[src/rtl/uvs_pkg.sv]
// shared constants, types and rounding helpers for the uv sphere vertex generator
package uvs_pkg;

  // segment count limits
  localparam int unsigned MAX_SEGMENTS = 255;
  localparam int unsigned MIN_WIDTH_SEG = 3;
  localparam int unsigned MIN_HEIGHT_SEG = 2;

  // configuration register indexes
  localparam logic [1:0] REG_RADIUS = 2'd0;
  localparam logic [1:0] REG_WIDTH_SEG = 2'd1;
  localparam logic [1:0] REG_HEIGHT_SEG = 2'd2;

  // reset values
  localparam logic [15:0] RADIUS_RST = 16'd256;
  localparam logic [7:0] WIDTH_SEG_RST = 8'd8;
  localparam logic [7:0] HEIGHT_SEG_RST = 8'd6;

  // angle divider: 24 bit numerator, 8 bit divisor, two quotient bits per stage
  localparam int DIV_NUM_W = 24;
  localparam int DIV_BITS_PER_STAGE = 2;
  localparam int DIV_STAGES = DIV_NUM_W / DIV_BITS_PER_STAGE;

  // trig pipeline: 3 setup stages, 3 per horner step, 2 finishing stages
  localparam int HORNER_STEPS = 6;
  localparam int SIN_STEPS = 5;
  localparam int TRIG_STAGES = 3 + 3 * HORNER_STEPS + 2;

  typedef logic signed [31:0] q30_t;

  localparam q30_t ONE_Q30 = 32'sh4000_0000;
  localparam logic [30:0] HALF_PI_Q30 = 31'd1686629713;

  // horner denominators split as odd * 2^shift, odd part divided by reciprocal
  // cos: 132 90 56 30 12 2, sin: 110 72 42 20 6 (last sin slot unused)
  localparam int COS_SHIFT [HORNER_STEPS] = '{2, 1, 3, 1, 2, 1};
  localparam int COS_ODD [HORNER_STEPS] = '{33, 45, 7, 15, 3, 1};
  localparam logic [31:0] COS_RECIP [HORNER_STEPS] = '{
    32'd130150524, 32'd95443717, 32'd613566756,
    32'd286331153, 32'd1431655765, 32'hFFFF_FFFF};
  localparam int SIN_SHIFT [HORNER_STEPS] = '{1, 3, 1, 2, 1, 0};
  localparam int SIN_ODD [HORNER_STEPS] = '{55, 9, 21, 5, 3, 1};
  localparam logic [31:0] SIN_RECIP [HORNER_STEPS] = '{
    32'd78090314, 32'd477218588, 32'd204522252,
    32'd858993459, 32'd1431655765, 32'hFFFF_FFFF};

  // mesh indices and triangle flags that ride alongside the arithmetic
  typedef struct packed {
    logic [15:0] idx_top_left;
    logic [15:0] idx_top_right;
    logic [15:0] idx_bottom_left;
    logic [15:0] idx_bottom_right;
    logic        upper_tri_valid;
    logic        lower_tri_valid;
  } uvs_side_t;

  // round half away from zero, shift by 30
  function automatic logic signed [63:0] rnd_shift30(input logic signed [63:0] v);
    logic [63:0] m;
    m = v[63] ? 64'(-v) : 64'(v);
    m = (m + 64'h2000_0000) >> 30;
    return v[63] ? -$signed(m) : $signed(m);
  endfunction

  // round half away from zero, shift by 16
  function automatic logic signed [63:0] rnd_shift16(input logic signed [63:0] v);
    logic [63:0] m;
    m = v[63] ? 64'(-v) : 64'(v);
    m = (m + 64'h0000_8000) >> 16;
    return v[63] ? -$signed(m) : $signed(m);
  endfunction

endpackage

[src/rtl/uvs_div.sv]
// pipelined restoring divider for the angle fractions, two quotient bits per stage
module uvs_div (
  input  logic        clk,
  input  logic        rst,
  input  logic        en,
  input  logic        in_valid,
  input  logic [23:0] in_num,
  input  logic [7:0]  in_den,
  output logic        out_valid,
  output logic [15:0] out_quo
);
  import uvs_pkg::*;

  localparam int S = DIV_STAGES;

  logic        v   [S];
  logic [7:0]  rem [S];
  logic [23:0] num [S];
  logic [7:0]  den [S];

  // num shifts left, quotient bits enter at the bottom
  function automatic logic [31:0] div_step(input logic [7:0] r_in, input logic [23:0] n_in,
                                           input logic [7:0] d);
    logic [7:0]  r;
    logic [23:0] n;
    logic [8:0]  t;
    r = r_in;
    n = n_in;
    for (int i = 0; i < DIV_BITS_PER_STAGE; i++) begin
      t = {r, n[23]};
      n = {n[22:0], 1'b0};
      if (t >= {1'b0, d}) begin
        r = 8'(t - {1'b0, d});
        n[0] = 1'b1;
      end else begin
        r = t[7:0];
      end
    end
    return {r, n};
  endfunction

  for (genvar g = 0; g < S; g++) begin : g_stage
    logic        v_in;
    logic [7:0]  r_in;
    logic [23:0] n_in;
    logic [7:0]  d_in;
    logic [31:0] res;

    if (g == 0) begin : g_first
      assign v_in = in_valid;
      assign r_in = 8'd0;
      assign n_in = in_num;
      assign d_in = in_den;
    end else begin : g_rest
      assign v_in = v[g-1];
      assign r_in = rem[g-1];
      assign n_in = num[g-1];
      assign d_in = den[g-1];
    end

    assign res = div_step(r_in, n_in, d_in);

    always_ff @(posedge clk) begin
      if (rst) begin
        v[g] <= 1'b0;
      end else if (en) begin
        v[g] <= v_in;
      end
    end

    always_ff @(posedge clk) begin
      if (en) begin
        rem[g] <= res[31:24];
        num[g] <= res[23:0];
        den[g] <= d_in;
      end
    end
  end

  assign out_valid = v[S-1];
  assign out_quo   = num[S-1][15:0];

endmodule

[config.mk]
export PLATFORM = sky130hd
export DESIGN_NAME = uvs_div
export DESIGN_NICKNAME = d
export VERILOG_FILES = /design/src/rtl/uvs_pkg.sv /design/src/rtl/uvs_div.sv
export SDC_FILE = /design/constraint.sdc
export NUM_CORES = 1
export LEC_CHECK = 0
export ABC_AREA = 1
export BUFFER_PORTS_ARGS = -buffer_cell sky130_fd_sc_hd__buf_4
export CAP_MARGIN = 20
export CORE_ASPECT_RATIO = 1.75
export CORE_MARGIN = 5
export CORE_UTILIZATION = 60
export CTS_BUF_LIST = sky130_fd_sc_hd__clkbuf_8 sky130_fd_sc_hd__clkbuf_16
export DETAILED_ROUTE_END_ITERATION = 8
export GPL_TIMING_DRIVEN = 1
export PLACE_DENSITY = 0.77
export SYNTH_ARGS = -nofsm -noshare
export SYNTH_HDL_FRONTEND = slang
export SYNTH_SLANG_ARGS = --single-unit
[constraint.sdc]
create_clock -name clk -period 5.2 [get_ports clk]
set_input_delay 0.26 -clock clk [delete_from_list [all_inputs] [get_ports clk]]
set_output_delay 0.26 -clock clk [all_outputs]
set_load 0.05 [all_outputs]
Word-level counts from Yosys, hierarchy flattened
Memory sizes are Yosys's and may differ from the RTL's.
Index checks and enable logic that the tools add are counted.
Widths: inputs -> output; s select.
Word-level totals
  register bits: 0
  RAM bits: 492
  output and inout bits: 17
  word-level logic and storage cells: 130
  memories: 4
Operators by class
  add/sub/neg operators: 24
  $lt $le $gt $ge: 24
  muxes and demuxes: 66
  bitwise logic cells: 12
Memories
  num: words 12, bits a word 24, rd ports 12, clocked after Yosys merged registers in 0, write ports 12, line uvs_div.sv:18  | logic [23:0] num [S];
  den: words 12, bits a word 8, rd ports 11, clocked after Yosys merged registers in 0, write ports 12, line uvs_div.sv:19  | logic [7:0] den [S];
  rem: words 12, bits a word 8, rd ports 11, clocked after Yosys merged registers in 0, write ports 12, line uvs_div.sv:17  | logic [7:0] rem [S];
  v: words 12, bits a word 1, rd ports 12, clocked after Yosys merged registers in 0, write ports 12, line uvs_div.sv:16  | logic v [S];
Operator list (number)
  $ge 9x8->1: 23
  $mux 8: 24
  $sub 8x8->8: 23
  $mux 1: 42
  $or 1x1->1: 12
  $ge 1x8->1: 1
  $sub 1x8->8: 1

Depth between registers and ports, before layout
An unclocked memory read counts as a cell.
  depth after elaboration: 5
  mapped depth: 23

Least setup slack after synthesis
No wires, ideal clock.
  kind: reg2reg
  start point: memory rem[2][2]
  end point: memory rem[3][0] (data pin)
  setup time: 253 ps
  data arrival time: 2784 ps
  required time: 4947 ps
  slack: 2162 ps
  stages on the path, launching flop included: 18
  path buffers: 0
  cell sequence: edfxtp_1 -> ha_1 -> nand2_1 -> inv_1 -> nand2_1 -> nand3_1 -> nand2_1 -> nand2_4 -> o21ai_0 -> ha_1 -> nand3_1 -> nand2_1 -> nand2_1 -> o211ai_1 -> nand2_1 -> nand4_2 -> nand2_1 -> nand2_1
RTL lines (line)
  start, declared: uvs_div.sv:17

==> flow_summary_export.csv <==
group,metric,value,unit
floorplan,die_h,270,um
route,drc_errors,0,
worst_setup_path,cp.arrival,4.22,ns
floorplan,fp.dieW,158,um
place,numPortBuffers,52,
finish,drive_gt1_frac,0.0817,
route,avgRoutedWirePerCell,17.3,um
clock_tree,cts_tree,"built",
place,placed_cells,2946,
place,hpwl,40900,um
finish,fill_cells,3108,
place,gp_congestion,0.911,
synthesis,syn_avg_cell_area,9.58,um^2
clock_tree,cts_root_buf,"clkbuf_16",
floorplan,initial_utilization,0.604,
synthesis,synth_seq_cells,392,
synthesis,ys_warn_count,0,
synthesis,yosysTopAreaCell,"edfxtp_1",
worst_setup_path,cp_max_fo,12,
timing,maxSlewHeadroom,0.414,
grt,track_usage,0.249,
synthesis,synthCells,2413,
power_and_ir_drop,p_leak,11.8,nW
clock_tree,clk_pin_slew,0.07,ns
timing,setup_viol_count_final,0,
clock_tree,cts_sinks,392,
clock_tree,htreeDepth,2,
worst_setup_path,crit_chain,"inv_1, ha_1, nand2_1, nor2_1, nand2_1, nand3_2, a21oi_2, o21ai_0, ha_1, nand3_1, nand2_1, nand4_1, nand2_1, nand2_1, nand4_2, nand2_1, nand2_1",
worst_setup_path,worstSetupPathType,"reg -> reg",
route,vias_per_cell,5.53,
finish,final_nets,2774,
synthesis,synth-edff-count,392,
timing,rsz0062_at_grt,"false",
route,num_vias,16800,
flow_run,max_cap_violations,0,
power_and_ir_drop,finalPower,18.0,mW
timing,hold_violations,0,
grt,grt_first_pass_wirelength,84500,um
worst_setup_path,slowest_stage,"a21oi_2",
worst_hold_path,hold_class,"in -> reg",
grt,grt_overflow,0,
clock_tree,ctsResizeCount,0,
finish,final_cell_mix,"nand2_1 (726), edfxtp_1 (392), inv_1 (335), nand3_1 (193), ha_1 (186)",
synthesis,synthTopCellsByArea,"edfxtp_1 (51%), nand2_1 (12%), ha_1 (10%)",
synthesis,synthFlopType,"edfxtp_1",
power_and_ir_drop,vdd_drop_max,0.495,mV
finish,diodes,0,
synthesis,ys_seq_area_frac,0.509,
finish,area_growth,10.9,%
timing,worst_pin_slew,0.879,ns
power_and_ir_drop,powerDensity,704,nW/um^2
clock_tree,cts_buffers,37,
timing,fin_setup_tns,0,ns
worst_setup_path,critPathRequiredTime,5.50,ns
finish,layout_commonest_cell,"nand2_1",
floorplan,io_pins,53,
status,outcome,"finished clean",
floorplan,num_rows,95,
synthesis,synthArstFlopShare,0,
route,drtPass1Iterations,5,
synthesis,yosysUniqueCellTypes,44,
finish,instances_no_fill,3044,
timing,fin_crit_sh,0.754,
worst_setup_path,end_kind,"flip-flop",
worst_setup_path,critical_path.startpoint_type,"flip-flop",
clock_tree,clk_latency,0.55,ns
timing,period_needed,3.92,ns
worst_setup_path,crit_path_frequent_cell,"nand2_1",
route,wirelength,52600,um
clock_tree,cts.path.max_buffers,3,
finish,multi_input_area,10000,um^2
worst_setup_path,slowest_delay,0.48,ns
floorplan,core,38300,um^2
route,ant_nets,0,
timing,finClkSkew,0.0214,ns
place,preCtsSetupSlack,1.26,ns
floorplan,fp.dieArea,42700,um^2
grt,antenna_found_initial,0,
route,dr.first_iter.drc_count,844,
finish,register_area,11800,um^2
timing,slew_violations,0,
timing,fin_ws,1.28,ns
grt,grt_max_degree,164,
timing,timing.fmax,255,MHz
synthesis,syn_nets,2657,
grt,grt_pass1_vias,17200,
synthesis,netlist_area,23100,um^2
synthesis,yosys.area.top_type_share,0.509,
repair_timing:
action | CTS | global route
hold buffers | 30 | 0
buffers inserted | 0 | 0
endpoints found under the hold margin | 30 | 0
setup endpoints to repair | 0 | 0
registers in the layout, summed over array words and instances, names as in the netlist:
| signal | cells |
|---|---|
| num | 204 |
| v | 12 |
| den | 88 |
| rem | 88 |
stage by stage:
| stage | cell area (um^2) | hold WS [ns] | utilization |
|---|---|---|---|
| floorplan | 23100 | 0.359 | - |
| CTS | 25600 | 0.00611 | 0.670 |
| finish | 25600 | 0.0225 | 0.670 |
| global placement | 24100 | 0.400 | 0.630 |
| detailed placement | 24100 | 0.405 | 0.630 |
| global route | 25600 | 0.0263 | 0.670 |
cell usage after synthesis (all sizes together), types with 5 or more instances:
master	instances
inv	342
nand4	66
buf	5
xnor2	34
a21o	6
o21ai	23
nand2	746
nor2	140
nor3	20
a21oi	95
o211ai	9
edfxtp	392
nand3b	10
ha	186
nand3	214
a31oi	9
fa	22
or2	14
xor2	62
cell type report:
cell class	count	share of cell area
clock buffers	39	0.0381
clock inverters	29	0.00942
inverters	344	0.0506
multi-input cells	1671	0.390
flip-flops and latches	392	0.459
well taps	485	0.0237
repair buffers	84	0.0288
worst paths after layout:
path              slack (ns)             endpoint  cells past startpoint                  from
setup / recovery        1.28  rem[5][5]$_DFFE_PP_                     17   den[4][1]$_DFFE_PP_
hold / removal          0.02    v[0][0]$_DFFE_PP_                      3              in_valid
setup reg to reg        1.28  rem[5][5]$_DFFE_PP_                     17   den[4][1]$_DFFE_PP_
hold reg to reg         0.41  num[2][4]$_DFFE_PP_                      0  num[1][74]$_DFFE_PP_
power breakdown:
group / switching (mW) / leakage [nW] / internal, mW
logic: 6.69 / 7.36 / 3.68
clock network: 1.18 / 0.593 / 1.53
registers: 0.393 / 3.84 / 4.57
total: 8.26 / 11.8 / 9.78
cells by family after synthesis:
logic type,after synthesis,synth area share
AOI/OAI and AO/OA,152,0.0375
and+or+nand+nor,1215,0.239
adders and majority gates,208,0.120
xor gates and xnor gates,96,0.0364
buffers and inverters,350,0.0582
DFF,392,0.509
critical path, delay by kind of cell (launching register included):
family,cells,cell delay [ns]
adders and majority gates,2,0.70
DFF,1,0.39
AOI/OAI and AO/OA,2,0.79
and+or+nand+nor,12,1.55
buffers and inverters,1,0.24
metal layers:
layer	wire (um)	track usage
met2	30000	0.486
met3	1330	0.0254
met1	17600	0.241
met4	3680	0.149
met5	0	0
Note: power is estimated with default switching activity, not from simulation.
